$ cat src/hw/rtl/midpoint_circle_rasterizer_unit_assert.svh
// ----------------------------------------------------------------------------
// Assertion macros for the midpoint circle rasterizer
// Concurrent checks clocked on the rising edge, disabled while in reset.
// ----------------------------------------------------------------------------
`ifndef MIDPOINT_CIRCLE_RASTERIZER_UNIT_ASSERT_SVH
`define MIDPOINT_CIRCLE_RASTERIZER_UNIT_ASSERT_SVH

`ifndef ASSERT_OFF

// prop must hold at every edge out of reset
`define MCRU_ASSERT(lbl, clk, rst_n, prop, msg) \
  lbl: assert property (@(posedge clk) disable iff (!rst_n) prop) else $error(msg);

// cond must never be true out of reset
`define MCRU_NEVER(lbl, clk, rst_n, cond, msg) \
  lbl: assert property (@(posedge clk) disable iff (!rst_n) !(cond)) else $error(msg);

`else

`define MCRU_ASSERT(lbl, clk, rst_n, prop, msg)
`define MCRU_NEVER(lbl, clk, rst_n, cond, msg)

`endif

`endif

$ cat src/hw/rtl/mcru_pkg.sv
// ----------------------------------------------------------------------------
// mcru_pkg
// Shared types and constants of the midpoint circle rasterizer.
// ----------------------------------------------------------------------------
package mcru_pkg;

  // Item kind on the input channel
  typedef enum logic {
    KIND_START = 1'b0,
    KIND_NEXT  = 1'b1
  } kind_t;

  localparam int SHIFT_BITS = 8;

  // Eight symmetric points per step
  localparam int                  NUM_POINTS = 8;
  localparam int                  IDX_BITS   = 3;
  localparam logic [IDX_BITS-1:0] LAST_IDX   = IDX_BITS'(NUM_POINTS - 1);

  // Decision variable constants: init 3 - 2r, then +4x+6 or +4(x-y)+10
  localparam int DEC_INIT  = 3;
  localparam int INC_PLAIN = 6;
  localparam int INC_DIAG  = 10;

  // Step engine to serializer handoff
  typedef struct packed {
    logic load;  // a new step record is presented
    logic done;  // it is the final step of the circle
  } step_ctl_t;

endpackage

$ cat src/hw/rtl/midpoint_circle_rasterizer_unit.sv
// ----------------------------------------------------------------------------
// midpoint_circle_rasterizer_unit
// Midpoint circle rasterizer: eight symmetric points per step item.
// ----------------------------------------------------------------------------
//
//   channel  handshake            payload
//   -------  -------------------  ------------------------------------------
//   in       in_valid / in_ready  in_kind, in_center_x, in_center_y,
//                                 in_radius, in_shift
//   out      out_valid/out_ready  out_point_x, out_point_y,
//                                 out_last_of_step, out_circle_done
//
// Points: a step yields eight points, one per out transfer; the single output
//   register sets this pace.
// Path: in transfer, then the input register, the step buffer and the output register.
// A next item with no circle in progress leaves the input register as soon
//   as the step buffer is free and yields nothing.
// Reset: synchronous, active low; clears the valid flags and the circle
//   state. No memories, so no clearing pass.
// Stalls: out_ready low holds the output point; the input register still
//   takes one item while the step buffer is busy.
// ----------------------------------------------------------------------------
module midpoint_circle_rasterizer_unit import mcru_pkg::*; #(
  parameter int RADIUS_BITS = 10,
  parameter int COORD_BITS  = 12
) (
  input  logic                          clk,
  input  logic                          rst_n,
  // input channel
  input  logic                          in_valid,
  output logic                          in_ready,
  input  logic                          in_kind,
  input  logic signed [COORD_BITS-1:0]  in_center_x,
  input  logic signed [COORD_BITS-1:0]  in_center_y,
  input  logic        [RADIUS_BITS-1:0] in_radius,
  input  logic signed [SHIFT_BITS-1:0]  in_shift,
  // result channel
  output logic                          out_valid,
  input  logic                          out_ready,
  output logic signed [COORD_BITS:0]    out_point_x,
  output logic signed [COORD_BITS:0]    out_point_y,
  output logic                          out_last_of_step,
  output logic                          out_circle_done
);

  // Input register
  logic                          in_vld_r;
  logic                          in_kind_r;
  logic signed [COORD_BITS-1:0]  in_cx_r, in_cy_r;
  logic        [RADIUS_BITS-1:0] in_rad_r;
  logic signed [SHIFT_BITS-1:0]  in_sh_r;

  logic                          sb_free, go, in_xfer;
  step_ctl_t                     ctl;
  logic signed [RADIUS_BITS:0]   cur_x, cur_y;
  logic signed [COORD_BITS:0]    cur_ox, cur_oy;

  // The buffered item moves on once the step buffer can take its step
  assign go       = in_vld_r && sb_free;
  assign in_ready = !in_vld_r || sb_free;
  assign in_xfer  = in_valid && in_ready;

  always_ff @(posedge clk) begin
    if (!rst_n) begin
      in_vld_r <= 1'b0;
    end else if (in_xfer) begin
      in_vld_r <= 1'b1;
    end else if (go) begin
      in_vld_r <= 1'b0;
    end
  end

  always_ff @(posedge clk) begin
    if (in_xfer) begin
      in_kind_r <= in_kind;
      in_cx_r   <= in_center_x;
      in_cy_r   <= in_center_y;
      in_rad_r  <= in_radius;
      in_sh_r   <= in_shift;
    end
  end

  // Decision update and circle state
  mcru_step #(
    .RADIUS_BITS (RADIUS_BITS),
    .COORD_BITS  (COORD_BITS)
  ) u_step (
    .clk      (clk),
    .rst_n    (rst_n),
    .go       (go),
    .kind     (kind_t'(in_kind_r)),
    .center_x (in_cx_r),
    .center_y (in_cy_r),
    .radius   (in_rad_r),
    .shift    (in_sh_r),
    .ctl      (ctl),
    .cur_x    (cur_x),
    .cur_y    (cur_y),
    .cur_ox   (cur_ox),
    .cur_oy   (cur_oy)
  );

  // Eight-point serializer with the output register
  mcru_serial #(
    .RADIUS_BITS (RADIUS_BITS),
    .COORD_BITS  (COORD_BITS)
  ) u_serial (
    .clk              (clk),
    .rst_n            (rst_n),
    .ctl              (ctl),
    .x                (cur_x),
    .y                (cur_y),
    .ox               (cur_ox),
    .oy               (cur_oy),
    .sb_free          (sb_free),
    .out_valid        (out_valid),
    .out_ready        (out_ready),
    .out_point_x      (out_point_x),
    .out_point_y      (out_point_y),
    .out_last_of_step (out_last_of_step),
    .out_circle_done  (out_circle_done)
  );

endmodule

$ cat src/hw/rtl/mcru_step.sv
// ----------------------------------------------------------------------------
// mcru_step
// Circle state and one midpoint decision update per item.
// ----------------------------------------------------------------------------
module mcru_step import mcru_pkg::*; #(
  parameter int RADIUS_BITS = 10,
  parameter int COORD_BITS  = 12
) (
  input  logic                          clk,
  input  logic                          rst_n,
  input  logic                          go,
  input  kind_t                         kind,
  input  logic signed [COORD_BITS-1:0]  center_x,
  input  logic signed [COORD_BITS-1:0]  center_y,
  input  logic        [RADIUS_BITS-1:0] radius,
  input  logic signed [SHIFT_BITS-1:0]  shift,
  output step_ctl_t                     ctl,
  output logic signed [RADIUS_BITS:0]   cur_x,
  output logic signed [RADIUS_BITS:0]   cur_y,
  output logic signed [COORD_BITS:0]    cur_ox,
  output logic signed [COORD_BITS:0]    cur_oy
);

  localparam int STEP_BITS = RADIUS_BITS + 1;
  localparam int DEC_BITS  = RADIUS_BITS + 6;
  localparam int ORG_BITS  = COORD_BITS + 1;

  logic signed [STEP_BITS-1:0] step_x_r, step_y_r;
  logic signed [DEC_BITS-1:0]  dec_r;
  logic signed [ORG_BITS-1:0]  org_x_r, org_y_r;
  logic                        active_r;

  logic                        is_start;
  logic signed [DEC_BITS-1:0]  cur_d, x_d, y_d, dec_nxt;
  logic signed [STEP_BITS-1:0] step_x_nxt, step_y_nxt;
  logic                        dec_neg, done;

  assign is_start = (kind == KIND_START);

  // Start takes x = 0, y = r, d = 3 - 2r; next continues from the state
  always_comb begin
    cur_x  = is_start ? '0 : step_x_r;
    cur_y  = is_start ? STEP_BITS'({1'b0, radius}) : step_y_r;
    cur_d  = is_start ? DEC_BITS'(DEC_INIT) - DEC_BITS'({radius, 1'b0}) : dec_r;
    cur_ox = is_start ? ORG_BITS'(center_x) + ORG_BITS'(shift) : org_x_r;
    cur_oy = is_start ? ORG_BITS'(center_y) + ORG_BITS'(shift) : org_y_r;
  end

  always_comb begin
    x_d     = DEC_BITS'(cur_x);
    y_d     = DEC_BITS'(cur_y);
    dec_neg = cur_d[DEC_BITS-1];
    if (dec_neg) begin
      dec_nxt    = cur_d + (x_d <<< 2) + DEC_BITS'(INC_PLAIN);
      step_y_nxt = cur_y;
    end else begin
      dec_nxt    = cur_d + ((x_d - y_d) <<< 2) + DEC_BITS'(INC_DIAG);
      step_y_nxt = cur_y - STEP_BITS'(1);
    end
    step_x_nxt = cur_x + STEP_BITS'(1);
    done       = (step_x_nxt > step_y_nxt);
  end

  // A next item with no circle in progress is dropped
  assign ctl.load = go && (is_start || active_r);
  assign ctl.done = done;

  always_ff @(posedge clk) begin
    if (!rst_n) begin
      step_x_r <= '0;
      step_y_r <= '0;
      dec_r    <= '0;
      org_x_r  <= '0;
      org_y_r  <= '0;
      active_r <= 1'b0;
    end else if (ctl.load) begin
      step_x_r <= step_x_nxt;
      step_y_r <= step_y_nxt;
      dec_r    <= dec_nxt;
      org_x_r  <= cur_ox;
      org_y_r  <= cur_oy;
      active_r <= !done;
    end
  end

endmodule

$ cat src/hw/rtl/mcru_serial.sv
// ----------------------------------------------------------------------------
// mcru_serial
// Step buffer and output register: one symmetric point per transfer.
// ----------------------------------------------------------------------------
module mcru_serial import mcru_pkg::*; #(
  parameter int RADIUS_BITS = 10,
  parameter int COORD_BITS  = 12
) (
  input  logic                        clk,
  input  logic                        rst_n,
  input  step_ctl_t                   ctl,
  input  logic signed [RADIUS_BITS:0] x,
  input  logic signed [RADIUS_BITS:0] y,
  input  logic signed [COORD_BITS:0]  ox,
  input  logic signed [COORD_BITS:0]  oy,
  output logic                        sb_free,
  output logic                        out_valid,
  input  logic                        out_ready,
  output logic signed [COORD_BITS:0]  out_point_x,
  output logic signed [COORD_BITS:0]  out_point_y,
  output logic                        out_last_of_step,
  output logic                        out_circle_done
);

  `include "midpoint_circle_rasterizer_unit_assert.svh"

  localparam int STEP_BITS = RADIUS_BITS + 1;
  localparam int ORG_BITS  = COORD_BITS + 1;
  localparam int OUT_BITS  = COORD_BITS + 1;
  localparam int PW        = (ORG_BITS > STEP_BITS) ? ORG_BITS : STEP_BITS;

  logic                        sb_vld_r, sb_done_r;
  logic        [IDX_BITS-1:0]  sb_idx_r;
  logic signed [STEP_BITS-1:0] sb_x_r, sb_y_r;
  logic signed [ORG_BITS-1:0]  sb_ox_r, sb_oy_r;

  logic                        out_valid_r, out_last_r, out_done_r;
  logic signed [OUT_BITS-1:0]  out_px_r, out_py_r;

  logic                        out_load, sb_last;
  logic signed [STEP_BITS-1:0] a, b;
  logic signed [PW-1:0]        a_e, b_e, ox_e, oy_e, sum_x, sum_y;

  assign out_load = sb_vld_r && (!out_valid_r || out_ready);
  assign sb_last  = (sb_idx_r == LAST_IDX);
  assign sb_free  = !sb_vld_r || (out_load && sb_last);

  // idx[2] swaps x and y, idx[1] negates the x offset, idx[0] the y offset
  always_comb begin
    a     = sb_idx_r[2] ? sb_y_r : sb_x_r;
    b     = sb_idx_r[2] ? sb_x_r : sb_y_r;
    a_e   = PW'(a);
    b_e   = PW'(b);
    ox_e  = PW'(sb_ox_r);
    oy_e  = PW'(sb_oy_r);
    sum_x = sb_idx_r[1] ? ox_e - a_e : ox_e + a_e;
    sum_y = sb_idx_r[0] ? oy_e - b_e : oy_e + b_e;
  end

  always_ff @(posedge clk) begin
    if (!rst_n) begin
      sb_vld_r <= 1'b0;
      sb_idx_r <= '0;
    end else if (ctl.load) begin
      sb_vld_r <= 1'b1;
      sb_idx_r <= '0;
    end else if (out_load) begin
      sb_idx_r <= sb_idx_r + IDX_BITS'(1);
      if (sb_last) begin
        sb_vld_r <= 1'b0;
      end
    end
  end

  always_ff @(posedge clk) begin
    if (ctl.load) begin
      sb_x_r    <= x;
      sb_y_r    <= y;
      sb_ox_r   <= ox;
      sb_oy_r   <= oy;
      sb_done_r <= ctl.done;
    end
  end

  always_ff @(posedge clk) begin
    if (!rst_n) begin
      out_valid_r <= 1'b0;
    end else if (out_load) begin
      out_valid_r <= 1'b1;
    end else if (out_ready) begin
      out_valid_r <= 1'b0;
    end
  end

  always_ff @(posedge clk) begin
    if (out_load) begin
      out_px_r   <= sum_x[OUT_BITS-1:0];
      out_py_r   <= sum_y[OUT_BITS-1:0];
      out_last_r <= sb_last;
      out_done_r <= sb_done_r;
    end
  end

  assign out_valid        = out_valid_r;
  assign out_point_x      = out_px_r;
  assign out_point_y      = out_py_r;
  assign out_last_of_step = out_last_r;
  assign out_circle_done  = out_done_r;

  `MCRU_NEVER(a_load_over_busy, clk, rst_n, ctl.load && !sb_free, "step buffer overwritten")
  `MCRU_ASSERT(a_idx_needs_step, clk, rst_n, (sb_idx_r != '0) |-> sb_vld_r, "index without step")
  `MCRU_ASSERT(a_idx_holds, clk, rst_n, (sb_vld_r && !out_load && !ctl.load) |=> $stable(sb_idx_r), "index moved while stalled")
  `MCRU_ASSERT(a_step_retires, clk, rst_n, (out_load && sb_last && !ctl.load) |=> !sb_vld_r, "step not retired after last point")

endmodule
$ cat config.mk
export PLATFORM = sky130hd
export DESIGN_NAME = midpoint_circle_rasterizer_unit
export DESIGN_NICKNAME = d
export VERILOG_FILES = /design/src/hw/rtl/mcru_pkg.sv /design/src/hw/rtl/midpoint_circle_rasterizer_unit.sv /design/src/hw/rtl/mcru_step.sv /design/src/hw/rtl/mcru_serial.sv
export VERILOG_INCLUDE_DIRS = /design/src /design/src/hw/rtl
export SDC_FILE = /design/constraint.sdc
export NUM_CORES = 1
export LEC_CHECK = 0
export BUFFER_PORTS_ARGS = -buffer_cell sky130_fd_sc_hd__buf_2
export CORE_UTILIZATION = 55
export CTS_CLUSTER_DIAMETER = 120
export CTS_CLUSTER_SIZE = 12
export DETAILED_ROUTE_END_ITERATION = 16
export GPL_ROUTABILITY_DRIVEN = 0
export PLACE_DENSITY = 0.76
export SYNTH_ARGS = -nofsm -noshare
export SYNTH_HDL_FRONTEND = slang
export SYNTH_SLANG_ARGS = --single-unit
$ cat constraint.sdc
create_clock -name clk -period 5.83 [get_ports clk]
set_input_delay 1.166 -clock clk [delete_from_list [all_inputs] [get_ports clk]]
set_output_delay 1.166 -clock clk [all_outputs]
set_load 0.01 [all_outputs]
# Yosys cells after proc, flatten, opt, wreduce, memory -nomap -nowiden
# Index checks and enable logic that the tools add are counted.
[word_totals] ff_bits=191 latch_bits=0 ramBits=0 rom_bits=0 input_bits=47 word_cells=80 n_memories=0
[op_classes] addsub=15 multipliers=0 n_div=0 magnitude_cmp=1 n_eq_ne=1 shifts=0 n_mux=18 bitwise=2 n_reduce_logical=19
[ops] operator="$mux W11" count=5
[ops] operator="$mux W13" count=4
[ops] operator="$mux W16" count=2
[ops] operator="$add A12 B8 Y13" count=2
[ops] operator="$add A13 B11 Y13" count=2
[ops] operator="$sub A13 B11 Y13" count=2
[ops] operator="$add A16 B13 Y16" count=1
[ops] operator="$add A16 B16 Y16" count=1
[ops] operator="$add A16 B4 Y16 const B" count=1
[ops] operator="$add A16 B5 Y16 const B" count=1
[ops] operator="$sub A11 B11 Y12" count=1
[ops] operator="$sub A2 B11 Y12 const A" count=1
[ops] operator="$add A11 B2 Y11 const B" count=1
[ops] operator="$gt A11 B11 Y1" count=1
[ops] operator="$sub A11 B2 Y11 const B" count=1
[ops] operator="$reduce_bool A2 Y1" count=4
[ops] operator="$mux W1" count=7
[ops] operator="$logic_and A1 B1 Y1" count=5
[ops] operator="$logic_not A1 Y1" count=4
[ops] operator="$logic_or A1 B1 Y1" count=4
[ops] operator="$add A3 B1 Y3 const B" count=1
[ops] operator="$eq A3 B3 Y1 const B" count=1
[ops] operator="$not A1 Y1" count=2
[ops] operator="$reduce_and A2 Y1" count=1
[ops] operator="$reduce_or A2 Y1" count=1

# Depth between registers and ports, before layout
# Gate-level depths: netlist of run 1.
[depth] word_depth=9 mapped_depth=25

# By module
# Synthesis of run 1 repeated with hierarchy kept, for this count alone.
[hier_totals] cells_unflattened=1315 hier_area_um2=12627.1
[by_module_without_submodules] module="mcru_step" instances=1 cells_each=892 area_each_um2=6744.0
[by_module_without_submodules] module="mcru_serial" instances=1 cells_each=374 area_each_um2=4526.8
[by_module_without_submodules] module="midpoint_circle_rasterizer_unit" instances=1 cells_each=49 area_each_um2=1356.3

# Least setup slack after synthesis of run 1
# OpenSTA, ideal clock, no wires.
[synth_timing] path_kind="reg2reg" startpoint="register in_kind_r" endpoint="register u_step.dec_r[15]" setup_time_ns=0.120 arrival_ns=5.279 required_time_ns=5.710 setup_slack_ns=0.432 path_stages_with_launch=25 path_buffers=4 synth_period_minus_slack_ns=5.398 path_cell_list="edfxtp_1 > buf_2 > buf_2 > buf_1 > buf_1 > and2_1 > inv_1 > ha_1 > fa_1 > inv_1 > a21o_1 > maj3_1 > a22oi_1 > o211ai_1 > o41ai_1 > o21bai_1 > a21oi_1 > xnor2_1 > ha_1 > ha_1 > or4_1 > o311ai_0 > o21ai_0 > xnor2_1 > o31a_1"
[synth_between] elab_chain_len=5
[synth_rtl] element="from (decl)" line="midpoint_circle_rasterizer_unit.sv:48" rtl="logic in_kind_r;"
[synth_rtl] element="from (signal assigned)" line="midpoint_circle_rasterizer_unit.sv:75" rtl="in_kind_r <= in_kind;"
[synth_rtl] element="$mux W11 *" line="mcru_step.sv:42" rtl="cur_x = is_start ? '0 : step_x_r;"
[synth_rtl] element="via cur_x[0]" line="midpoint_circle_rasterizer_unit.sv:55" rtl="logic signed [RADIUS_BITS:0] cur_x, cur_y;"
[synth_rtl] element="$sub A11 B11 Y12" line="mcru_step.sv:57" rtl="dec_nxt = cur_d + ((x_d - y_d) <<< 2) + DEC_BITS'(INC_DIAG);"
[synth_rtl] element="$add A16 B16 Y16" line="mcru_step.sv:57"
[synth_rtl] element="$add A16 B5 Y16" line="mcru_step.sv:57"
[synth_rtl] element="$mux W16 *" line="mcru_step.sv:53" rtl="if (dec_neg) begin"
[synth_rtl] element="to (signal assigned)" line="mcru_step.sv:79" rtl="dec_r <= dec_nxt;"
[synth_rtl] element="to (decl)" line="mcru_step.sv:29" rtl="logic signed [DEC_BITS-1:0] dec_r;"
# Mark *: on every way through the listed nets, which the timed path passes. The rest lies on a longest branch.
# A chain may end at the register's enable or synchronous reset.

# Final worst setup path of run 1
[layout_timing] startpoint="register in_kind_r" endpoint="register u_step.dec_r[15]"
[layout_between] elab_chain_len=5
[layout_rtl] element="$mux W11" line="mcru_step.sv:43" rtl="cur_y = is_start ? STEP_BITS'({1'b0, radius}) : step_y_r;"
[layout_rtl] element="via cur_y[0]" line="midpoint_circle_rasterizer_unit.sv:55"
[layout_rtl] element="$sub A11 B11 Y12" line="mcru_step.sv:57"
[layout_rtl] element="$add A16 B16 Y16" line="mcru_step.sv:57"
[layout_rtl] element="$add A16 B5 Y16" line="mcru_step.sv:57"
[layout_rtl] element="$mux W16" line="mcru_step.sv:53"
# The timed path passes the listed nets, and every way through them passes these cells.

==> results of run 1 <==
state kept, by name, summed over array words and instances, names as in the netlist:
register,count
in_cx_r,12
in_cy_r,12
in_kind_r,1
in_rad_r,10
in_sh_r,8
in_vld_r,1
u_serial.out_circle_done,1
u_serial.out_last_of_step,1
u_serial.out_point_x,13
u_serial.out_point_y,13
u_serial.out_valid,1
u_serial.ox_e,13
u_serial.oy_e,13
u_serial.sb_done_r,1
u_serial.sb_idx_r,3
u_serial.sb_vld_r,1
u_serial.sb_x_r,11
u_serial.sb_y_r,11
u_step.active_r,1
u_step.dec_r,15
u_step.org_x_r,13
u_step.org_y_r,13
u_step.step_x_r,11
u_step.step_y_r,11
per-stage QoR:
stage                     power, mW  hold WS [ps]
after floorplan                2.25           400
after global placement         2.43           420
after detailed placement       2.45           425
after CTS                      3.59           442
after global routing           3.76           448
final                          3.57           437
routing by layer:
metal / share of wire, % / routed length, um / up-vias / track usage (%)
met2: 46 / 11900 / 278 / 38.8
li1: - / - / 4659 / -
met3: 6.5 / 1690 / 48 / 4.52
met1: 46 / 11800 / 4252 / 31.9
met4: 2.0 / 511 / 0 / 8.35
met5: 0 / 0 / - / 0
synthesized netlist by cell type, types with 3 or more instances:
cell type  instances  share of area, %
a211oi_1          13              0.80
a21boi_0           4              0.25
a21o_1            19               1.2
a21oi_1           85               3.5
a311oi_1           3              0.22
a31oi_1           11              0.56
a41oi_1            3              0.22
and2_1            18              0.92
buf_1              7              0.22
buf_2             10              0.41
clkbuf_1          25              0.77
dfxtp_1           70                11
edfxtp_1         120                30
fa_1               7               1.1
ha_1             126                13
inv_1             78               2.4
mux2_2             6              0.55
mux2i_1           31               2.5
nand2_1          118               3.6
nand2b_1          18              0.92
nand3_1           15              0.61
nand4_1            4              0.20
nor2_1           145               4.5
nor2b_1           20               1.0
nor3_1            48               2.0
nor3b_1            5              0.31
nor4_1             4              0.20
o2111ai_1          3              0.22
o21a_1            10              0.61
o21ai_0           77               3.2
o21bai_1           7              0.43
o31ai_1            4              0.25
o41ai_1            4              0.29
or2_2              3              0.15
or3_1              5              0.26
xnor2_1           67               4.8
xor2_1            47               3.4
cells in the final DEF, fill, tap and decap left out, types with 5 or more instances in the layout:
| master | netlist | routed |
|---|---|---|
| nand2b_1 | 18 | 18 |
| nand3_1 | 15 | 15 |
| edfxtp_1 | 120 | 120 |
| fa_1 | 7 | 7 |
| dfxtp_1 | 70 | 70 |
| ha_1 | 126 | 126 |
| clkbuf_16 | 0 | 17 |
| a31oi_1 | 11 | 11 |
| o21bai_1 | 7 | 7 |
| a211oi_1 | 13 | 13 |
| nor3_1 | 48 | 48 |
| and2_1 | 18 | 18 |
| o21a_1 | 10 | 10 |
| a21oi_1 | 85 | 84 |
| mux2_2 | 6 | 6 |
| o21ai_0 | 77 | 77 |
| nor3b_1 | 5 | 5 |
| or3_1 | 5 | 5 |
| nand2_1 | 118 | 118 |
| nor2b_1 | 20 | 20 |
| nor2_1 | 145 | 145 |
| xor2_1 | 47 | 47 |
| mux2i_1 | 31 | 31 |
| buf_2 | 10 | 76 |
| buf_4 | 0 | 11 |
| inv_1 | 78 | 78 |
| xnor2_1 | 67 | 67 |
| a21o_1 | 19 | 19 |
worst register-to-register path: stages, from the launching register on:
cell	delay (ps)
edfxtp_1	420
buf_4	230
a21oi_1	150
inv_1	140
ha_1	210
fa_1	230
inv_1	60
a21o_1	200
maj3_1	390
a22oi_1	250
o211ai_1	180
o41ai_1	460
o21bai_1	120
a21oi_1	210
xnor2_1	140
ha_1	250
ha_1	230
or4_1	510
o311ai_0	150
o21ai_0	210
xnor2_1	160
o31a_1	240
logic make-up (layout without fill, tap and decap cells):
group / Yosys count / count (layout) / share of synthesized area (%)
xor gates and xnor gates: 115 / 115 / 8.31
muxes: 37 / 37 / 3.09
adders and majority gates: 135 / 135 / 14.2
and+or+nand+nor: 415 / 415 / 15.6
DFF: 190 / 190 / 41.0
AOI/OAI and AO/OA: 268 / 268 / 13.8
buffers and inverters: 124 / 199 / 4.04
final cells by class:
cell class	count	area share [%]
clock inverters	15	1.13
well taps	280	2.61
flip-flops and latches	190	37.3
inverters	80	2.25
multi-input cells	970	50.1
repair buffers	87	3.45
clock buffers	17	3.17
power breakdown:
part,switching [mW],leakage (nW),internal (mW),total [mW]
Sequential,0.0455,1.71,1.52,1.57
Clock,0.569,0.286,0.571,1.14
Combinational,0.499,3.59,0.366,0.865
Total,1.11,5.59,2.46,3.57
path summary, 6_finish.rpt:
| path | startpoint | to | slack [ps] |
|---|---|---|---|
| max | in_kind_r | u_step.dec_r[15] | 580 |
| min | u_serial.sb_done_r | u_serial.out_circle_done | 440 |
| max reg2reg | in_kind_r | u_step.dec_r[15] | 580 |
| min reg2reg | u_serial.sb_done_r | u_serial.out_circle_done | 440 |
==> results.toml, run 1 <==
[yosys]
synthCells = 1284
syn_nets = 1464
async_flop_share_pct = 0
ys_seq_area_share_pct = 41.0
synth_edf_count = 120
yosysUniqueCellTypes = 72
syn_area_um2 = 12200
yosys_warnings = 0
syn_area_per_cell_um2 = 9.51
synth-main-ff-cell = "edfxtp_1"
synth-seq-cells = 190

[power_and_ir_drop]
ir_drop_v = 0.000214
powerDensity_nw_per_um2 = 266
p_leak_nw = 5.59

[global_route]
antenna_found_initial = 0
grt_pass1_wl_mm = 42.1
grt.overflow.total = 0
first_global_vias = 8630
gr-usage-all-layers_pct = 23.9
grt_max_degree = 56

[clock_tree]
htree_levels = 4
clockRootBuffer = "clkbuf_16"
cts.path.max_buffers = 2
clk_pin_slew_worst_paths_ps = 70
clk_latency_ps = 440
cts_resized = 0
cts_sinks = 190
tritoncts = "built"
numCtsBuffers = 17
hold_buffers = 0
postCtsSetupBuffers = 0

[route]
ant_nets = 0
firstDrtPassIters = 5
routed_wl_mm = 25.9
drt-initial-drc-count = 579
drc = 0
viasPerCell = 5.64
vias = 9237
wire_per_inst_um = 15.8

[setup_path]
cp_data_required_time_ps = 6160
cp_slowest_cell = "or4_1"
startpoint_type = "flip-flop"
crit_cells = 21
arrival_ps = 5580
reg2reg_depth = 21
path_class = "reg2reg"
critical_path.max_stage_delay_ps = 510
path_buf_inv = 3
crit_top_cell = "ha_1"
critPathMaxFanout = 16
crit_chain = "buf_4 -> a21oi_1 -> inv_1 -> ha_1 -> fa_1 -> inv_1 -> a21o_1 -> maj3_1 -> a22oi_1 -> o211ai_1 -> o41ai_1 -> o21bai_1 -> a21oi_1 -> xnor2_1 -> ha_1 -> ha_1 -> or4_1 -> o311ai_0 -> o21ai_0 -> xnor2_1 -> o31a_1"
endpoint_kind = "flip-flop"
cp_top_family = "compound AO/OA/AOI/OAI gates"

[placement]
dp_hpwl_mm = 19.5
dp.cells = 1607
pre_cts_ws_ps = 678
portBuffers = 76
placed_cell_area_um2 = 12800

[layout]
final_cell_area_um2 = 13400
regArea_um2 = 5000
fin_util_pct = 61.5
area_delta_synth_final_pct = 9.91
antennaDiodeCount = 0
nFillCells = 1850
multi_input_area_um2 = 6730
drive_gt1_share_pct = 10.8
final_cell_count_no_fill = 1639
final_nets = 1526

[timing]
hold_viol_final = 0
worst_slack_ps = 577
final-setup-viol-count = 0
period_needed_ps = 5250
relSlewSlack_pct = 27.6
fmax_ghz = 0.190
finalCritPeriodShare_pct = 90.1
rsz0062_at_grt = "false"
worstMarginPinSlew_ps = 1090
skew_ps = 11.5
fin_setup_tns_ps = 0
slew_violations = 0

[outcome]
outcome = "complete, no violations"

[min_path]
hold_class = "reg2reg"
hold_path_depth = 0

[die]
rows = 54
fp.dieW_um = 151
pin_count = 77
core-area_um2 = 21800
fp.dieH_um = 151
start_util_pct = 56.0
die-area_um2 = 22800

[run]
maxCapViolations = 0
(Power assumes the default switching activity.)
==> run 2: changes to the inputs <==
CORE_MARGIN = 1.5   (was unset)
==> run 2 against run 1 <==
Via count rose by 0.28%. Hold slack got worse by 6.3 ps. Non-clock buffer count fell by 1. Count of clock-buffer cells in the layout rose by 1. Combinational power barely moved. Worst setup slack got worse by 14 ps. Clock skew fell by 4.0 ps. Sequential share of layout area fell by 0.14 points. Critical endpoint unchanged. Highest routed layer unchanged.
==> results.toml, run 2 (synthesis results as in run 1) <==
[outcome]
outcome = "complete, no violations"

[timing]
hold_viol_final = 0
period_needed_ps = 5270
fmax_ghz = 0.190
final-setup-viol-count = 0
slew_violations = 0
skew_ps = 7.41
fin_setup_tns_ps = 0
worst_hold_slack_ps = 431
relSlewSlack_pct = 28.2
worstMarginPinSlew_ps = 1080
finalCritPeriodShare_pct = 90.3
rsz0062_at_grt = "false"

[min_path]
hp-start = "u_serial.sb_done_r"
hold_path_depth = 0
min_to = "u_serial.out_circle_done"
hold_class = "reg2reg"

[power_and_ir_drop]
p_leak_nw = 5.61
clockPowerShare_pct = 33.7
ir_drop_v = 0.000213
powerDensity_nw_per_um2 = 273
sequentialPowerShare_pct = 42.7
comb_power_share_pct = 23.6
switching_power_mw = 1.09
p_int_mw = 2.58
netSwitchingFraction_pct = 29.7

[global_route]
grt_pass1_wl_mm = 42.8
antenna_found_initial = 0
first_global_vias = 8761
grt_max_degree = 55
gr-usage-all-layers_pct = 22.8
grt.overflow.total = 0

[clock_tree]
tritoncts = "built"
cts.path.max_buffers = 2
clockRootBuffer = "clkbuf_16"
clk_pin_slew_worst_paths_ps = 70
cts_sinks = 190
clk_latency_ps = 430
htree_levels = 4
numCtsBuffers = 17
hold_buffers = 0

[layout]
area_delta_synth_final_pct = 10.3
mostFrequentLayoutCells = "145 x nor2_1, 126 x ha_1, 120 x edfxtp_1, 118 x nand2_1, 84 x a21oi_1"
final_nets = 1525
largest_reg_flops = 15
drive_gt1_share_pct = 10.8
fin_util_pct = 61.7
layout.cells.most_common = "nor2_1"
antennaDiodeCount = 0
regMostFlops = "u_step.dec_r"

[die]
core-area_um2 = 21800
pin_count = 77
fp.dieW_um = 152
fp.dieH_um = 152
start_util_pct = 56.0
rows = 54
die-area_um2 = 23100

[route]
routed_wl_mm = 26.2
vias = 9263
ant_nets = 0
wire_per_inst_um = 16.0
firstDrtPassIters = 5
drc = 0
drt-initial-drc-count = 653
viasPerCell = 5.66

[setup_path]
endpoint_kind = "flip-flop"
startpoint_type = "flip-flop"
r2r-end = "u_step.dec_r[15]"
rrSetupSlack_ps = 560
reg2reg_depth = 18
cp_data_required_time_ps = 6150
path_class = "reg2reg"
critPathMaxFanout = 16
arrival_ps = 5590
r2r-start = "in_kind_r"

[placement]
portBuffers = 76
dp_hpwl_mm = 19.5

[run]
maxCapViolations = 0
## run 2: worst max path at each step
stage	to	depth (start not counted)	slack, ps	startpoint
finish	u_step.dec_r[15]	18	560	in_kind_r
global route	u_step.dec_r[15]	21	190	in_kind_r
CTS	u_step.dec_r[15]	18	400	in_kind_r
detailed placement	u_step.dec_r[15]	18	440	in_kind_r
global placement	u_step.dec_r[15]	18	650	in_kind_r
floorplan	u_step.dec_r[15]	24	430	in_kind_r
## run 2: power groups by stage
stage	combinational [mW]	sequential, mW	clock, mW
3_5_place_dp	0.853	1.60	0
5_1_grt	0.972	1.58	1.30
4_1_cts	0.863	1.57	1.25
3_3_place_gp	0.829	1.60	0
2_1_floorplan	0.664	1.59	0
6_report	0.868	1.57	1.24
## run 2: layout make-up
| type | count | area, um2 |
|---|---|---|
| clock buffers | 18 | 429 |
| well taps | 280 | 350 |
| fillers | 1779 | 8350 |
| inverters | 80 | 302 |
| multi-input cells | 970 | 6740 |
| clock inverters | 14 | 198 |
| repair buffers | 86 | 455 |
| flip-flops and latches | 190 | 5000 |
## run 2: timing repair
action | in CTS | in global routing
setup endpoints to repair | 0 | 1
resized for setup | 0 | 1
setup buffers | 0 | 0
## run 2: worst max-delay path: stages, from the launching register on
cell	delay [ps]
edfxtp_1	650
buf_4	290
and2_1	290
ha_1	330
a21o_1	200
maj3_1	390
a22oi_1	250
o211ai_1	210
o41ai_2	350
o21bai_1	120
a21oi_1	180
xnor2_1	140
ha_1	250
ha_1	230
or4_1	520
o311ai_0	150
o21ai_0	210
xnor2_1	160
o31a_1	230
## run 2: stage by stage
step / area, um2 / setup slack [ps] / instances / total power [mW]
after floorplan: 12200 / 432 / 1284 / 2.25
after global placement: 12800 / 652 / 1606 / 2.43
after detailed placement: 12800 / 443 / 1606 / 2.45
after CTS: 13500 / 401 / 1638 / 3.68
after global routing: 13500 / 191 / 1638 / 3.85
final: 13500 / 563 / 1638 / 3.68
## run 2: metal layers
metal  track usage [%]  vias to the layer above  part of all wire, %
li1                  -                     4650                    -
met4              6.89                        0                  1.8
met1              31.5                     4307                   47
met5                 0                        -                    0
met2              37.6                      267                   46
met3              2.85                       39                  5.0
